### src/rtl/quad_psd_position_regmap_macros.svh
// ----------------------------------------------------------------------------
// Assertion macros for the quad PSD position block.
// Every check is clocked on i_clk and is off while i_rst_n is low.
// ----------------------------------------------------------------------------
`ifndef QUAD_PSD_POSITION_REGMAP_MACROS_SVH
`define QUAD_PSD_POSITION_REGMAP_MACROS_SVH

// The consequent must hold in the same cycle as the antecedent.
`define QPSD_ASSERT_NOW(label, ante, cons, msg) \
    label: assert property (@(posedge i_clk) disable iff (!i_rst_n) (ante) |-> (cons)) \
        else $error(msg);

// The consequent must hold in the cycle after the antecedent.
`define QPSD_ASSERT_NEXT(label, ante, cons, msg) \
    label: assert property (@(posedge i_clk) disable iff (!i_rst_n) (ante) |=> (cons)) \
        else $error(msg);

`endif

### src/rtl/qpsd_pkg.sv
// ----------------------------------------------------------------------------
// qpsd_pkg
// Shared constants, payload types and register map layout of the quad PSD
// position block.
// ----------------------------------------------------------------------------
`default_nettype none

package qpsd_pkg;

    // Converter and register map geometry.
    localparam int SAMPLE_BITS   = 12;
    localparam int MAP_WORDS     = 16;
    localparam int MAP_AW        = $clog2(MAP_WORDS);
    localparam int WORD_BITS     = 16;
    localparam int BYTE_BITS     = 8;
    localparam int FRAME_SAMPLES = 10;
    localparam int NUM_LANES     = 2;
    localparam int QUADS         = 4;
    localparam int LANE_WORDS    = 3;

    // Arithmetic widths: a quadrant sum, a difference magnitude, the scale.
    localparam int SUM_BITS      = SAMPLE_BITS + 2;
    localparam int MAG_BITS      = SAMPLE_BITS + 1;
    localparam int SHIFT_BITS    = 4;
    localparam int MAX_SHIFT     = (1 << SHIFT_BITS) - 1;
    localparam int DVD_BITS      = MAG_BITS + MAX_SHIFT;
    localparam int DIV_CNT_BITS  = $clog2(DVD_BITS);

    // Position saturation limit.
    localparam logic [WORD_BITS-1:0] POS_MAX = {1'b0, {(WORD_BITS-1){1'b1}}};

    // Item function codes.
    localparam logic FUNC_FRAME = 1'b0;
    localparam logic FUNC_READ  = 1'b1;

    // Configuration register indexes and APB address width.
    localparam int PADDR_BITS = 3;
    localparam int PDATA_BITS = 32;
    localparam logic REG_FRAC_BITS = 1'b0;

    // Input item of the command channel.
    typedef struct packed {
        logic                   func;
        logic [SAMPLE_BITS-1:0] sample_0;
        logic [SAMPLE_BITS-1:0] sample_1;
        logic [SAMPLE_BITS-1:0] sample_2;
        logic [SAMPLE_BITS-1:0] sample_3;
        logic [SAMPLE_BITS-1:0] sample_4;
        logic [SAMPLE_BITS-1:0] sample_5;
        logic [SAMPLE_BITS-1:0] sample_6;
        logic [SAMPLE_BITS-1:0] sample_7;
        logic [SAMPLE_BITS-1:0] sample_8;
        logic [SAMPLE_BITS-1:0] sample_9;
        logic [7:0]             read_address;
    } t_item;

    // Result item: one byte of a register read.
    typedef struct packed {
        logic [BYTE_BITS-1:0] tx_byte;
        logic                 last_byte;
        logic                 bad_address;
    } t_result;

    // Four quadrant samples of one detector, index i is quadrant i.
    typedef logic [QUADS-1:0][SAMPLE_BITS-1:0] t_quad;

    // What one lane hands to the merge stage.
    typedef struct packed {
        logic [WORD_BITS-1:0] x;
        logic [WORD_BITS-1:0] y;
        logic [WORD_BITS-1:0] intensity;
    } t_lane_res;

endpackage

`default_nettype wire

### src/rtl/qpsd_div.sv
// ----------------------------------------------------------------------------
// qpsd_div
// Restoring divider, one quotient bit per cycle. Divides a magnitude scaled
// by 2^shift by a quadrant sum, then applies sign and 16-bit saturation.
// ----------------------------------------------------------------------------
`default_nettype none

module qpsd_div (
    input  wire logic                               i_clk,
    input  wire logic                               i_rst_n,
    input  wire logic                               i_start,
    input  wire logic                               i_neg,
    input  wire logic [qpsd_pkg::MAG_BITS-1:0]      i_mag,
    input  wire logic [qpsd_pkg::SUM_BITS-1:0]      i_den,
    input  wire logic [qpsd_pkg::SHIFT_BITS-1:0]    i_shift,
    output logic                                    o_done,
    output logic [qpsd_pkg::WORD_BITS-1:0]          o_quot
);

    typedef enum logic [1:0] {
        DV_IDLE,
        DV_STEP,
        DV_FIX
    } t_dv_state;

    localparam logic [qpsd_pkg::DIV_CNT_BITS-1:0] CNT_LAST =
        qpsd_pkg::DIV_CNT_BITS'(qpsd_pkg::DVD_BITS - 1);

    t_dv_state                             r_state;
    logic [qpsd_pkg::DVD_BITS-1:0]         r_dvd;
    logic [qpsd_pkg::SUM_BITS-1:0]         r_rem;
    logic [qpsd_pkg::SUM_BITS-1:0]         r_den;
    logic [qpsd_pkg::WORD_BITS-1:0]        r_quo;
    logic [qpsd_pkg::DIV_CNT_BITS-1:0]     r_cnt;
    logic                                  r_neg;
    logic                                  r_done;
    logic [qpsd_pkg::WORD_BITS-1:0]        r_quot;

    logic [qpsd_pkg::SUM_BITS:0]           w_trial;
    logic                                  w_fits;
    logic [qpsd_pkg::SUM_BITS:0]           w_diff;
    logic [qpsd_pkg::SUM_BITS-1:0]         n_rem;
    logic [qpsd_pkg::WORD_BITS-1:0]        n_quot;

    // Trial subtraction of one restoring step.
    always_comb begin
        w_trial = {r_rem, r_dvd[qpsd_pkg::DVD_BITS-1]};
        w_fits  = (w_trial >= {1'b0, r_den});
        w_diff  = w_trial - {1'b0, r_den};
        n_rem   = w_fits ? w_diff[qpsd_pkg::SUM_BITS-1:0]
                         : w_trial[qpsd_pkg::SUM_BITS-1:0];
    end

    // Sign and saturation of the finished quotient; a zero sum gives zero.
    always_comb begin
        if (r_den == '0) begin
            n_quot = '0;
        end else if (r_neg) begin
            n_quot = (~r_quo) + qpsd_pkg::WORD_BITS'(1);
        end else if (r_quo[qpsd_pkg::WORD_BITS-1]) begin
            n_quot = qpsd_pkg::POS_MAX;
        end else begin
            n_quot = r_quo;
        end
    end

    // Sequencer with the quotient result register.
    always_ff @(posedge i_clk) begin
        if (!i_rst_n) begin
            r_state <= DV_IDLE;
            r_done  <= 1'b0;
        end else begin
            r_done <= 1'b0;
            case (r_state)
                DV_IDLE: begin
                    if (i_start) begin
                        r_dvd   <= {{(qpsd_pkg::DVD_BITS - qpsd_pkg::MAG_BITS){1'b0}}, i_mag}
                                   << i_shift;
                        r_rem   <= '0;
                        r_quo   <= '0;
                        r_cnt   <= '0;
                        r_den   <= i_den;
                        r_neg   <= i_neg;
                        r_state <= DV_STEP;
                    end
                end
                DV_STEP: begin
                    r_dvd <= {r_dvd[qpsd_pkg::DVD_BITS-2:0], 1'b0};
                    r_rem <= n_rem;
                    r_quo <= {r_quo[qpsd_pkg::WORD_BITS-2:0], w_fits};
                    r_cnt <= r_cnt + qpsd_pkg::DIV_CNT_BITS'(1);
                    if (r_cnt == CNT_LAST) begin
                        r_state <= DV_FIX;
                    end
                end
                DV_FIX: begin
                    r_quot  <= n_quot;
                    r_done  <= 1'b1;
                    r_state <= DV_IDLE;
                end
                default: begin
                    r_state <= DV_IDLE;
                end
            endcase
        end
    end

    assign o_done = r_done;
    assign o_quot = r_quot;

endmodule

`default_nettype wire

### src/rtl/qpsd_lane.sv
// ----------------------------------------------------------------------------
// qpsd_lane
// One detector lane: forms intensity and the x and y differences of four
// quadrant samples, then runs both positions through its divider in turn.
// ----------------------------------------------------------------------------
`default_nettype none

module qpsd_lane (
    input  wire logic                               i_clk,
    input  wire logic                               i_rst_n,
    input  wire logic                               i_start,
    input  wire qpsd_pkg::t_quad                    i_quad,
    input  wire logic [qpsd_pkg::SHIFT_BITS-1:0]    i_frac_bits,
    output logic                                    o_done,
    output qpsd_pkg::t_lane_res                     o_res
);

    typedef enum logic [1:0] {
        LN_IDLE,
        LN_X,
        LN_Y
    } t_ln_state;

    t_ln_state                          r_state;
    logic [qpsd_pkg::SUM_BITS-1:0]      r_sum;
    logic                               r_y_neg;
    logic [qpsd_pkg::MAG_BITS-1:0]      r_y_mag;
    logic [qpsd_pkg::WORD_BITS-1:0]     r_x_res;
    logic [qpsd_pkg::WORD_BITS-1:0]     r_y_res;
    logic                               r_done;

    logic [qpsd_pkg::MAG_BITS-1:0]      w_right;
    logic [qpsd_pkg::MAG_BITS-1:0]      w_left;
    logic [qpsd_pkg::MAG_BITS-1:0]      w_top;
    logic [qpsd_pkg::MAG_BITS-1:0]      w_bottom;
    logic [qpsd_pkg::SUM_BITS-1:0]      w_sum;
    logic                               w_x_neg;
    logic [qpsd_pkg::MAG_BITS-1:0]      w_x_mag;
    logic                               w_y_neg;
    logic [qpsd_pkg::MAG_BITS-1:0]      w_y_mag;

    logic                               w_div_start;
    logic                               w_div_neg;
    logic [qpsd_pkg::MAG_BITS-1:0]      w_div_mag;
    logic [qpsd_pkg::SUM_BITS-1:0]      w_div_den;
    logic                               w_div_done;
    logic [qpsd_pkg::WORD_BITS-1:0]     w_div_quot;

    // Pair sums, intensity and sign-magnitude differences of the quadrants.
    always_comb begin
        w_right  = {1'b0, i_quad[3]} + {1'b0, i_quad[2]};
        w_left   = {1'b0, i_quad[1]} + {1'b0, i_quad[0]};
        w_top    = {1'b0, i_quad[3]} + {1'b0, i_quad[0]};
        w_bottom = {1'b0, i_quad[1]} + {1'b0, i_quad[2]};
        w_sum    = {1'b0, w_right} + {1'b0, w_left};
        w_x_neg  = (w_right < w_left);
        w_x_mag  = w_x_neg ? (w_left - w_right) : (w_right - w_left);
        w_y_neg  = (w_top < w_bottom);
        w_y_mag  = w_y_neg ? (w_bottom - w_top) : (w_top - w_bottom);
    end

    // The divider takes x straight from the samples, y from the held copy.
    always_comb begin
        w_div_start = ((r_state == LN_IDLE) && i_start) ||
                      ((r_state == LN_X) && w_div_done);
        w_div_neg   = (r_state == LN_IDLE) ? w_x_neg : r_y_neg;
        w_div_mag   = (r_state == LN_IDLE) ? w_x_mag : r_y_mag;
        w_div_den   = (r_state == LN_IDLE) ? w_sum   : r_sum;
    end

    qpsd_div u_div (
        .i_clk   (i_clk),
        .i_rst_n (i_rst_n),
        .i_start (w_div_start),
        .i_neg   (w_div_neg),
        .i_mag   (w_div_mag),
        .i_den   (w_div_den),
        .i_shift (i_frac_bits),
        .o_done  (w_div_done),
        .o_quot  (w_div_quot)
    );

    // Lane sequencer: x division, then y division.
    always_ff @(posedge i_clk) begin
        if (!i_rst_n) begin
            r_state <= LN_IDLE;
            r_done  <= 1'b0;
        end else begin
            r_done <= 1'b0;
            case (r_state)
                LN_IDLE: begin
                    if (i_start) begin
                        r_sum   <= w_sum;
                        r_y_neg <= w_y_neg;
                        r_y_mag <= w_y_mag;
                        r_state <= LN_X;
                    end
                end
                LN_X: begin
                    if (w_div_done) begin
                        r_x_res <= w_div_quot;
                        r_state <= LN_Y;
                    end
                end
                LN_Y: begin
                    if (w_div_done) begin
                        r_y_res <= w_div_quot;
                        r_done  <= 1'b1;
                        r_state <= LN_IDLE;
                    end
                end
                default: begin
                    r_state <= LN_IDLE;
                end
            endcase
        end
    end

    assign o_done          = r_done;
    assign o_res.x         = r_x_res;
    assign o_res.y         = r_y_res;
    assign o_res.intensity = {{(qpsd_pkg::WORD_BITS - qpsd_pkg::SUM_BITS){1'b0}}, r_sum};

endmodule

`default_nettype wire

### src/rtl/quad_psd_position_regmap.sv
// ----------------------------------------------------------------------------
// quad_psd_position_regmap
// Dual quadrant-detector position engine with a 16-word register map that
// is read out byte by byte.
// ----------------------------------------------------------------------------
// Usage:
//   A command is taken at a rising edge with start high and busy low.
//   func = frame: the ten samples go into map words 0 to 9 at once. Two lanes,
//   one per detector, then compute x, y and intensity in parallel; each lane
//   runs x and then y through its own bit-serial divider (28 steps plus load
//   and fix). When both lanes are done the merge stage writes words 10 to 15
//   and busy drops; no new frame is taken before then. A frame returns no result.
//   func = read: the addressed word is sent as two transfers on o_valid, the
//   high byte in the cycle after acceptance and the low byte in the next,
//   with last_byte set on the low byte; busy is high while the high byte is out.
//   An address of 16 or more sends two zero bytes with bad_address set.
//   The receiver cannot stall; each transfer lasts one cycle.
//   frac_bits sits at APB byte address 0; the user must write it only while idle,
//   as the block does not check busy. Reset clears the map, frac_bits and all control.
// ----------------------------------------------------------------------------
`default_nettype none

`include "quad_psd_position_regmap_macros.svh"

module quad_psd_position_regmap (
    input  wire logic                               i_clk,
    input  wire logic                               i_rst_n,
    // Command channel.
    input  wire logic                               start,
    output logic                                    busy,
    input  wire qpsd_pkg::t_item                    i_item,
    // Result channel.
    output logic                                    o_valid,
    output qpsd_pkg::t_result                       o_result,
    // Configuration port.
    input  wire logic                               psel,
    input  wire logic                               penable,
    input  wire logic                               pwrite,
    input  wire logic [qpsd_pkg::PADDR_BITS-1:0]    paddr,
    input  wire logic [qpsd_pkg::PDATA_BITS-1:0]    pwdata,
    output logic [qpsd_pkg::PDATA_BITS-1:0]         prdata,
    output logic                                    pready
);

    typedef enum logic [1:0] {
        ST_IDLE,
        ST_CALC,
        ST_RD_LO
    } t_state;

    t_state                                     r_state;
    logic [qpsd_pkg::WORD_BITS-1:0]             r_map [qpsd_pkg::MAP_WORDS];
    logic [qpsd_pkg::SHIFT_BITS-1:0]            r_frac_bits;
    logic                                       r_valid;
    qpsd_pkg::t_result                          r_result;
    logic [qpsd_pkg::BYTE_BITS-1:0]             r_lo_byte;
    logic                                       r_lo_bad;

    logic                                       w_accept;
    logic                                       w_frame_go;
    logic                                       w_read_go;
    logic                                       w_merge;
    logic                                       w_cfg_wr;
    logic                                       w_addr_ok;
    logic [qpsd_pkg::WORD_BITS-1:0]             w_rd_word;
    logic [qpsd_pkg::SAMPLE_BITS-1:0]           w_samples [qpsd_pkg::FRAME_SAMPLES];
    qpsd_pkg::t_quad                            w_quad    [qpsd_pkg::NUM_LANES];
    logic [qpsd_pkg::NUM_LANES-1:0]             w_lane_done;
    qpsd_pkg::t_lane_res                        w_lane_res [qpsd_pkg::NUM_LANES];

    // Command decode.
    assign busy       = (r_state != ST_IDLE);
    assign w_accept   = start && !busy;
    assign w_frame_go = w_accept && (i_item.func == qpsd_pkg::FUNC_FRAME);
    assign w_read_go  = w_accept && (i_item.func == qpsd_pkg::FUNC_READ);
    assign w_merge    = (r_state == ST_CALC) && (&w_lane_done);

    // Samples of the frame in channel order.
    always_comb begin
        w_samples[0] = i_item.sample_0;
        w_samples[1] = i_item.sample_1;
        w_samples[2] = i_item.sample_2;
        w_samples[3] = i_item.sample_3;
        w_samples[4] = i_item.sample_4;
        w_samples[5] = i_item.sample_5;
        w_samples[6] = i_item.sample_6;
        w_samples[7] = i_item.sample_7;
        w_samples[8] = i_item.sample_8;
        w_samples[9] = i_item.sample_9;
    end

    // One lane per detector, each on its own four quadrants.
    for (genvar g = 0; g < qpsd_pkg::NUM_LANES; g++) begin : g_lane
        for (genvar q = 0; q < qpsd_pkg::QUADS; q++) begin : g_quad
            assign w_quad[g][q] = w_samples[g * qpsd_pkg::QUADS + q];
        end

        qpsd_lane u_lane (
            .i_clk       (i_clk),
            .i_rst_n     (i_rst_n),
            .i_start     (w_frame_go),
            .i_quad      (w_quad[g]),
            .i_frac_bits (r_frac_bits),
            .o_done      (w_lane_done[g]),
            .o_res       (w_lane_res[g])
        );
    end

    // Register map: raw samples on frame acceptance, lane results on merge.
    always_ff @(posedge i_clk) begin
        if (!i_rst_n) begin
            for (int i = 0; i < qpsd_pkg::MAP_WORDS; i++) begin
                r_map[i] <= '0;
            end
        end else begin
            if (w_frame_go) begin
                for (int i = 0; i < qpsd_pkg::FRAME_SAMPLES; i++) begin
                    r_map[i] <= {{(qpsd_pkg::WORD_BITS - qpsd_pkg::SAMPLE_BITS){1'b0}},
                                 w_samples[i]};
                end
            end
            if (w_merge) begin
                for (int l = 0; l < qpsd_pkg::NUM_LANES; l++) begin
                    r_map[qpsd_pkg::FRAME_SAMPLES + qpsd_pkg::LANE_WORDS * l]
                        <= w_lane_res[l].x;
                    r_map[qpsd_pkg::FRAME_SAMPLES + qpsd_pkg::LANE_WORDS * l + 1]
                        <= w_lane_res[l].y;
                    r_map[qpsd_pkg::FRAME_SAMPLES + qpsd_pkg::LANE_WORDS * l + 2]
                        <= w_lane_res[l].intensity;
                end
            end
        end
    end

    // Addressed word of a read command.
    always_comb begin
        w_addr_ok = (i_item.read_address < 8'(qpsd_pkg::MAP_WORDS));
        w_rd_word = w_addr_ok ? r_map[i_item.read_address[qpsd_pkg::MAP_AW-1:0]] : '0;
    end

    // Control sequencer with the result transfer register.
    always_ff @(posedge i_clk) begin
        if (!i_rst_n) begin
            r_state <= ST_IDLE;
            r_valid <= 1'b0;
        end else begin
            r_valid <= 1'b0;
            case (r_state)
                ST_IDLE: begin
                    if (w_frame_go) begin
                        r_state <= ST_CALC;
                    end else if (w_read_go) begin
                        r_valid              <= 1'b1;
                        r_result.tx_byte     <= w_rd_word[qpsd_pkg::WORD_BITS-1:
                                                          qpsd_pkg::BYTE_BITS];
                        r_result.last_byte   <= 1'b0;
                        r_result.bad_address <= !w_addr_ok;
                        r_lo_byte            <= w_rd_word[qpsd_pkg::BYTE_BITS-1:0];
                        r_lo_bad             <= !w_addr_ok;
                        r_state              <= ST_RD_LO;
                    end
                end
                ST_CALC: begin
                    if (w_merge) begin
                        r_state <= ST_IDLE;
                    end
                end
                ST_RD_LO: begin
                    r_valid              <= 1'b1;
                    r_result.tx_byte     <= r_lo_byte;
                    r_result.last_byte   <= 1'b1;
                    r_result.bad_address <= r_lo_bad;
                    r_state              <= ST_IDLE;
                end
                default: begin
                    r_state <= ST_IDLE;
                end
            endcase
        end
    end

    assign o_valid  = r_valid;
    assign o_result = r_result;

    // Configuration register: frac_bits at the first word.
    assign w_cfg_wr = psel && penable && pwrite && pready &&
                      (paddr[qpsd_pkg::PADDR_BITS-1] == qpsd_pkg::REG_FRAC_BITS);

    always_ff @(posedge i_clk) begin
        if (!i_rst_n) begin
            r_frac_bits <= '0;
        end else if (w_cfg_wr) begin
            r_frac_bits <= pwdata[qpsd_pkg::SHIFT_BITS-1:0];
        end
    end

    assign pready = 1'b1;
    assign prdata = (paddr[qpsd_pkg::PADDR_BITS-1] == qpsd_pkg::REG_FRAC_BITS)
                  ? {{(qpsd_pkg::PDATA_BITS - qpsd_pkg::SHIFT_BITS){1'b0}}, r_frac_bits}
                  : '0;

    // Checks on sequencing and result content.
    `QPSD_ASSERT_NEXT(a_lo_follows_hi, o_valid && !o_result.last_byte, o_valid && o_result.last_byte, "low byte did not follow high byte")
    `QPSD_ASSERT_NOW(a_lo_after_hi, o_valid && o_result.last_byte, $past(o_valid) && !$past(o_result.last_byte), "low byte without high byte")
    `QPSD_ASSERT_NOW(a_bad_is_zero, o_valid && o_result.bad_address, o_result.tx_byte == '0, "bad address returned data")
    `QPSD_ASSERT_NOW(a_lanes_aligned, w_lane_done[0], w_lane_done[1], "detector lanes finished apart")
    `QPSD_ASSERT_NEXT(a_frame_silent, w_frame_go, !o_valid && busy, "frame produced a transfer")

endmodule

`default_nettype wire

### config.mk
export PLATFORM = sky130hd
export DESIGN_NAME = quad_psd_position_regmap
export DESIGN_NICKNAME = d
export VERILOG_FILES = /design/src/rtl/qpsd_pkg.sv /design/src/rtl/qpsd_div.sv /design/src/rtl/qpsd_lane.sv /design/src/rtl/quad_psd_position_regmap.sv
export VERILOG_INCLUDE_DIRS = /design/src /design/src/rtl
export SDC_FILE = /design/constraint.sdc
export NUM_CORES = 1
export LEC_CHECK = 0
export BUFFER_PORTS_ARGS = -buffer_cell sky130_fd_sc_hd__buf_2
export CAP_MARGIN = 20
export CORE_MARGIN = 4
export CORE_UTILIZATION = 45
export DETAILED_ROUTE_END_ITERATION = 12
export GPL_TIMING_DRIVEN = 1
export MAX_ROUTING_LAYER = met4
export PLACE_DENSITY = 0.74
export SLEW_MARGIN = 20
export SYNTH_ARGS = -nofsm -noshare
export SYNTH_HDL_FRONTEND = slang
export SYNTH_HIERARCHICAL = 1
export SYNTH_SLANG_ARGS = --single-unit
### constraint.sdc
create_clock -name i_clk -period 7.4 [get_ports i_clk]
set_input_delay 2.22 -clock i_clk [delete_from_list [all_inputs] [get_ports i_clk]]
set_output_delay 2.22 -clock i_clk [all_outputs]
set_load 0.005 [all_outputs]
==> reports/summary.txt, run 1 <==
status - finished clean
Vias - 27,300
Placement Cell Area - 0.0397 sq mm
Setup CP Type - primary input to flop
leading area contributor after synthesis - edfxtp_1
core area - 0.0804 sq mm
worst path buffer plus inverter count - 4
Worst slew margin - 28.3%
Post-synth top flop - edfxtp_1
Max Slew Vio Count - 0
final WL - 101,000 microns
CP endpoint - g_lane[1].u_lane/u_div/r_dvd[17]
final worst path period share - 96.6%
CP Data Arrival Time - 7.52 ns
Total GRT Usage - 23.4%
number of top-level pins - 215
layout cells sized above 1 - 17.9%
worst setup path start - i_item[68]
DRC - 0
Crit path depth - 25
pin count of the biggest net entering global routing - 89
max-cap violations - 0
Critical Path RT - 7.77 ns
Starting Density - 45.4%
Synth Warn # - 6
leakage - 17.1 nW
Mapped Cells - 3,374
mapped cell area - 0.0365 sq mm
setup total negative slack - 0 ns
drt wl/cell - 21.0 microns
vias per inst - 5.70
Cell Pwr Density - 275 mW/mm^2
Mean Syn Cell Area - 10.8 sq um
clk sink count - 562
vias in the first global route - 26,300
RR Startpoint - r_state[1]
CTS tree - yes
overall die width - 293 microns
Detail Route Antenna Nets - 0
Setup violations, final - 0
first-pass GRT wire length - 153,000 microns
Port Buf Inserts - 155
worst r2r path cells - 5
Tmin final - 7.15 ns
Die Area - 0.0857 sq mm
Clock Latency Late Sink - 0.65 ns
DPL Wire Length - 76,000 microns
Overflow after GRT - 0
Hold Fails Final Rpt - 0
Reg2Reg Setup Slack - 3.92 ns
unrepaired setup endpoints after global routing - false
final RePlAce weighted congestion - 1.01
top-count cell post-synth - edfxtp_1
M1 WL - 42,500 microns
DRC marker count from the first detailed-route iteration - 2,335
Reg-to-Reg End - r_map[4][0]
dominant cells by area after synthesis - edfxtp_1 (45%), ha_1 (8.8%), mux4_2 (2.9%)
Clock Root Buffer - clkbuf_16
CP Capture Type - flop
Hold Path Class - flop to flop
Max stage delay on crit path - 0.46 ns
chip height - 293 microns
H-tree levels - 2
nets - 4,122
Critical-path top delay cell - nor3_2
Synth top cells by count - edfxtp_1 (543), ha_1 (256), nor2_1 (236)
fmax - 140 MHz
CP top delay family - compound AO/OA/AOI/OAI gates
EDFF count, synth - 543
Startpoint Class - primary input
Hold Buf Count CTS - 0
Worst VDD drop - 0.198 mV
Layout Utilization - 51.9%
Setup Skew - 0.0547 ns
highest routed layer - met4
met2 wire length - 47,500 microns
CP max FO - 4
sequential area share after synthesis - 45.7%
share of flip-flops with an asynchronous set or reset - 0%
worst-margin pin slew - 1.07 ns
Cell variety after synth - 97
initial antenna violation count - 13
TritonRoute pass-1 iters - 5
clk slew on worst S/H paths - 0.06 ns
Yosys top cell area share - 44.7%
cell area after layout - 0.0417 sq mm
Rows - 104
DR WL met3 - 7110 microns
Power, Total - 0.0115 W
post-synthesis register bit count - 562
number of buffers created by CTS - 59
Max clock buf depth - 3
area grow syn2layout - 14.4%
worst min-delay path by stage:
stage,startpoint,endpoint,slack [ns],cells after the start
final,g_lane[1].u_lane/u_div/o_quot[5],g_lane[1].u_lane/r_y_res[5],0.44,0
after floorplan,g_lane[0].u_lane/u_div/o_quot[0],g_lane[0].u_lane/r_x_res[0],0.42,0
after detailed placement,g_lane[1].u_lane/u_div/o_quot[8],g_lane[1].u_lane/r_x_res[8],0.43,0
after CTS,g_lane[1].u_lane/u_div/o_quot[7],g_lane[1].u_lane/r_y_res[7],0.44,0
after global placement,g_lane[0].u_lane/u_div/o_quot[1],g_lane[0].u_lane/r_x_res[1],0.42,0
after global routing,g_lane[1].u_lane/u_div/o_quot[8],g_lane[1].u_lane/r_x_res[8],0.45,0
repair_timing:
action | in CTS | in global routing
setup endpoints to repair | 0 | 34
gates resized for setup | 0 | 18
setup buffers | 0 | 1
endpoints found under the hold margin | 0 | 0
state kept, by name, indices dropped and copies added (netlist names), 4 cells and up:
register                     count
g_lane.u_lane/u_div/r_dvd       56
g_lane.u_lane/r_y_res           32
r_frac_bits                      4
g_lane.u_lane/u_div/r_state      4
o_result                        10
g_lane.u_lane/u_div/o_quot      32
g_lane.u_lane/u_div/r_rem       28
r_map                          216
g_lane.u_lane/u_div/r_den       28
g_lane.u_lane/r_sum             28
g_lane.u_lane/r_y_mag           26
g_lane.u_lane/r_state            4
g_lane.u_lane/u_div/r_cnt       10
g_lane.u_lane/u_div/r_quo       32
r_lo_byte                        8
g_lane.u_lane/r_x_res           32
layer usage:
layer  GRT usage, %  vias to the layer above
met5              -                        -
met4           7.47                        0
met3           3.46                      158
met2           37.9                      928
met1           30.6                    13300
li1               -                    13000
power by group:
group          internal, W  switching (W)  total [W]
clock              0.00175        0.00129    0.00304
sequential         0.00383      0.0000894    0.00392
combinational      0.00195        0.00257    0.00452
total              0.00754        0.00395     0.0115
cells by family (layout without fill, tap and decap cells):
logic type      Yosys count  after routing  synth area share (%)
buf+inv                 385            705                  4.61
fa+ha+maj               276            276                  9.88
xor+xnor                172            172                  4.13
simple gates           1058           1059                  15.0
compound gates          726            726                  13.2
mux                     191            191                  7.45
flops                   562            562                  45.7
other cells               4             44                0.0411
cell type report:
type	instances	area, sq um
clock inverter	41	474
multi-input combinational	2457	18400
antenna	11	27.5
tap	1060	1330
fill	7059	38700
inverter	207	777
sequential	562	16700
timing repair buffer	389	2570
clock buffer	68	1510
placed cells by master, fill, tap and decap left out, drive strengths merged, types with 40 or more instances in the layout:
master / instances
edfxtp: 543
buf: 389
ha: 256
nor2: 236
nand2: 229
inv: 211
a21oi: 187
o21ai: 181
and3: 140
and2: 137
xnor2: 110
mux2i: 80
clkbuf: 68
nor2b: 66
xor2: 62
nor3: 61
mux4: 56
mux2: 55
nand3: 49
a21o: 44
nand2b: 40
metrics by stage:
| step | std cells | setup slack, ns | hold WS [ns] |
|---|---|---|---|
| global route | 4793 | 0.0156 | 0.453 |
| finish | 4795 | 0.255 | 0.439 |
| CTS | 4782 | 0.0790 | 0.440 |
| global placement | 4673 | -0.458 | 0.422 |
| detailed placement | 4673 | -0.588 | 0.429 |
| floorplan | 3403 | 0.119 | 0.421 |
(Power assumes the default switching activity.)
==> inputs of run 2 (changes only) <==
--- a/config.mk
+++ b/config.mk
@@ -17,5 +17,4 @@
 export SLEW_MARGIN = 20
 export SYNTH_ARGS = -nofsm -noshare
 export SYNTH_HDL_FRONTEND = slang
-export SYNTH_HIERARCHICAL = 1
 export SYNTH_SLANG_ARGS = --single-unit
==> reports/summary.txt, run 2 <==
status - finished clean (unchanged)
Reg power frac - 34.4% (was 34.1%)
Reg2Reg Setup Slack - 3.67 ns (was 3.92 ns)
dominant cells by area after synthesis - edfxtp_1 (45%), ha_1 (8.9%), and2_1 (4.3%) (was edfxtp_1 (45%), ha_1 (8.8%), mux4_2 (2.9%))
final WL - 94,000 microns (was 101,000 microns)
Rows - 102 (was 104)
Max Slew Vio Count - 0 (unchanged)
Setup violations, final - 0 (unchanged)
CP Data Arrival Time - 7.52 ns (about the same)
top-count cell post-synth - edfxtp_1 (unchanged)
CP top delay family - compound AO/OA/AOI/OAI gates (unchanged)
Worst path most repeated cell - a21o_1
RR Startpoint - g_lane[1].u_lane.u_div.r_den[1] (was r_state[1])
Port Buf Inserts - 155 (unchanged)
Biggest register - r_map (unchanged)
post-synthesis register bit count - 558 (was 562)
Yosys top cell area share - 45.4% (was 44.7%)
nets - 4,121 (was 4,122)
share of flip-flops with an asynchronous set or reset - 0% (unchanged)
hold slack - 0.440 ns (was 0.439 ns)
Cell variety after synth - 94 (was 97)
final RePlAce weighted congestion - 0.923 (was 1.01)
Hold Fails Final Rpt - 0 (unchanged)
DRC - 0 (unchanged)
Post-synth top flop - edfxtp_1 (unchanged)
Placement Cell Area - 0.0390 sq mm (was 0.0397 sq mm)
max-cap violations - 0 (unchanged)
commonest non-fill, non-tap cell in the layout - edfxtp_1 (unchanged)
vias in the first global route - 25,900 (was 26,300)
H-tree levels - 2 (unchanged)
GR Util met2 - 37.6% (was 37.9%)
Setup Skew - 0.0374 ns (was 0.0547 ns)
Tmin final - 7.16 ns (was 7.15 ns)
mapped cell area - 0.0357 sq mm (was 0.0365 sq mm)
Max stage delay on crit path - 0.55 ns (was 0.46 ns)
drt wl/cell - 19.7 microns (was 21.0 microns)
Synth Warn # - 0 (was 6)
final worst path period share - 96.7% (was 96.6%)
CP Capture Type - flop (unchanged)
cell area after layout - 0.0411 sq mm (was 0.0417 sq mm)
DRC marker count from the first detailed-route iteration - 2,698 (was 2,335)
number of top-level pins - 215 (unchanged)
layout cells sized above 1 - 16.8% (was 17.9%)
Detail Route Antenna Nets - 0 (unchanged)
FILL cells - 6,761 (was 7,059)
EDFF count, synth - 539 (was 543)
met1 Resource Use GR - 30.3% (was 30.6%)
Die Area - 0.0839 sq mm (was 0.0857 sq mm)
Max clock buf depth - 3 (unchanged)
clk sink count - 558 (was 562)
TritonRoute pass-1 iters - 6 (was 5)
fmax - 140 MHz (about the same)
Setup CP Type - primary input to flop (unchanged)
core area - 0.0780 sq mm (was 0.0804 sq mm)
Critical-path top delay cell - mux4_2 (was nor3_2)
Vias - 26,700 (was 27,300)
Starting Density - 45.8% (was 45.4%)
Clock Latency Late Sink - 0.64 ns (was 0.65 ns)
leakage - 17.0 nW (was 17.1 nW)
chip height - 290 microns (was 293 microns)
CP endpoint - g_lane[0].u_lane.u_div.r_dvd[11] (was g_lane[1].u_lane/u_div/r_dvd[17])
Cell Pwr Density - 276 mW/mm^2 (was 275 mW/mm^2)
worst r2r path cells - 13 (was 5)
clock network fraction of total power - 26.9% (was 26.5%)
Total GRT Usage - 22.8% (was 23.4%)
sequential area share after synthesis - 46.4% (was 45.7%)
Hold Buf Count CTS - 0 (unchanged)
Hold Path Class - flop to flop (unchanged)
largest registers - r_map (212), g_lane.u_lane.u_div.r_dvd (56) (was r_map (216), g_lane.u_lane/u_div/r_dvd (56))
worst path buffer plus inverter count - 3 (was 4)
setup total negative slack - 0 ns (unchanged)
vias per inst - 5.61 (was 5.70)
Critical Path RT - 7.76 ns (was 7.77 ns)
Overflow after GRT - 0 (unchanged)
met3 global-route usage - 2.67% (was 3.46%)
Sw Share - 33.7% (was 34.4%)
Worst VDD drop - 0.195 mV (was 0.198 mV)
Mean Syn Cell Area - 10.6 sq um (was 10.8 sq um)
CP max FO - 6 (was 4)
leading area contributor after synthesis - edfxtp_1 (unchanged)
clk slew on worst S/H paths - 0.07 ns (was 0.06 ns)
area grow syn2layout - 15.1% (was 14.4%)
worst setup path start - i_item[104] (was i_item[68])
GR peak layer - met2 (unchanged)
Crit path depth - 25 (unchanged)
overall die width - 290 microns (was 293 microns)
Worst slew margin - 24.9% (was 28.3%)
total net switching power - 0.00382 W (was 0.00395 W)
Largest register FFs - 212 (was 216)
first-pass GRT wire length - 146,000 microns (was 153,000 microns)
Synth top cells by count - edfxtp_1 (539), nor2_1 (303), ha_1 (254) (was edfxtp_1 (543), ha_1 (256), nor2_1 (236))
DPL Wire Length - 70,200 microns (was 76,000 microns)
Mapped Cells - 3,372 (was 3,374)
P_int - 0.00752 W (was 0.00754 W)
initial antenna violation count - 3 (was 13)
worst-margin pin slew - 1.12 ns (was 1.07 ns)
Logic pwr share - 38.7% (was 39.4%)
Startpoint Class - primary input (unchanged)
CTS tree - yes (unchanged)
number of buffers created by CTS - 56 (was 59)
Reg-to-Reg End - g_lane[1].u_lane.u_div.r_rem[3] (was r_map[4][0])
Clock Root Buffer - clkbuf_16 (unchanged)
most frequent cells in the layout - edfxtp_1 (539), nor2_1 (298), ha_1 (254), inv_1 (244), and2_1 (244) (was edfxtp_1 (543), ha_1 (256), nor2_1 (234), buf_4 (233), nand2_1 (228))
pin count of the biggest net entering global routing - 121 (was 89)
## run 2: changes by cell type in the layout (fill, tap and decap cells not counted), sizes merged, moves of 32 or more
cell   change
o21ai     -45
and3     -120
and2     +107
mux2      -32
nor2      +67
inv       +36
## run 2: how the worst min path moves through the flow
stage	from	to	cells past startpoint
6_report	g_lane[0].u_lane.u_div.o_quot[11]	g_lane[0].u_lane.r_y_res[11]	0
5_1_grt	g_lane[1].u_lane.u_div.o_quot[8]	g_lane[1].u_lane.r_x_res[8]	0
4_1_cts	g_lane[0].u_lane.u_div.o_quot[11]	g_lane[0].u_lane.r_y_res[11]	0
3_5_place_dp	g_lane[0].u_lane.u_div.o_quot[8]	g_lane[0].u_lane.r_y_res[8]	0
3_3_place_gp	g_lane[0].u_lane.u_div.o_quot[2]	g_lane[0].u_lane.r_y_res[2]	0
2_1_floorplan	g_lane[0].u_lane.u_div.o_quot[0]	g_lane[0].u_lane.r_x_res[0]	0
## run 2: kinds of logic (layout without fill, tap and decap cells)
family / count (synthesis) / count (layout) / synth area share, %
simple gates: 1105 / 1105 / 15.6
compound gates: 689 / 689 / 13.0
flops: 558 / 558 / 46.4
buf+inv: 421 / 746 / 4.81
fa+ha+maj: 274 / 274 / 10.0
xor+xnor: 164 / 164 / 4.03
mux: 159 / 159 / 6.01
other cells: 2 / 31 / 0.0210
## run 2: layout make-up
type | count | area (sq um) | share of cell area (%)
Timing Repair Buffer | 395 | 2590 | 6.31
Sequential cell | 558 | 16600 | 40.3
Tap cell | 1040 | 1300 | 3.17
Clock inverter | 44 | 556 | 1.35
Antenna cell | 2 | 5.00 | 0.0122
Inverter | 246 | 923 | 2.25
Multi-Input combinational cell | 2420 | 17700 | 43.1
Clock buffer | 61 | 1420 | 3.46
## run 2: metrics by stage
stage          setup slack, ns  std cells  utilization, %  power (W)
2_1_floorplan           0.0568       3399               -    0.00680
6_report                 0.244       4766            52.7     0.0113
4_1_cts                  0.119       4760            52.5     0.0113
5_1_grt               -0.00482       4766            52.7     0.0120
3_3_place_gp            -0.454       4655            50.0    0.00817
3_5_place_dp            -0.513       4655            50.0    0.00823
## run 2: what timing repair did
| action | CTS | global route |
|---|---|---|
| setup buffers | 0 | 4 |
| resized for setup | 0 | 22 |
| endpoints found under the setup margin | 0 | 40 |
## run 2: per-layer routing
layer  vias to the layer above  wire length (microns)  share of wire [%]
li1                      12800                      -                  -
met1                     12900                  40900                 43
met2                       907                  45200                 48
met3                       137                   5710                6.1
met4                         0                   2240                2.4
met5                         -                      0                  0
## run 2: power by group through the flow
stage               logic, W  clock network, W  registers [W]
finish               0.00439           0.00305        0.00390
global route         0.00481           0.00325        0.00392
CTS                  0.00430           0.00310        0.00390
detailed placement   0.00427                 0        0.00396
global placement     0.00421                 0        0.00396
floorplan            0.00287                 0        0.00393
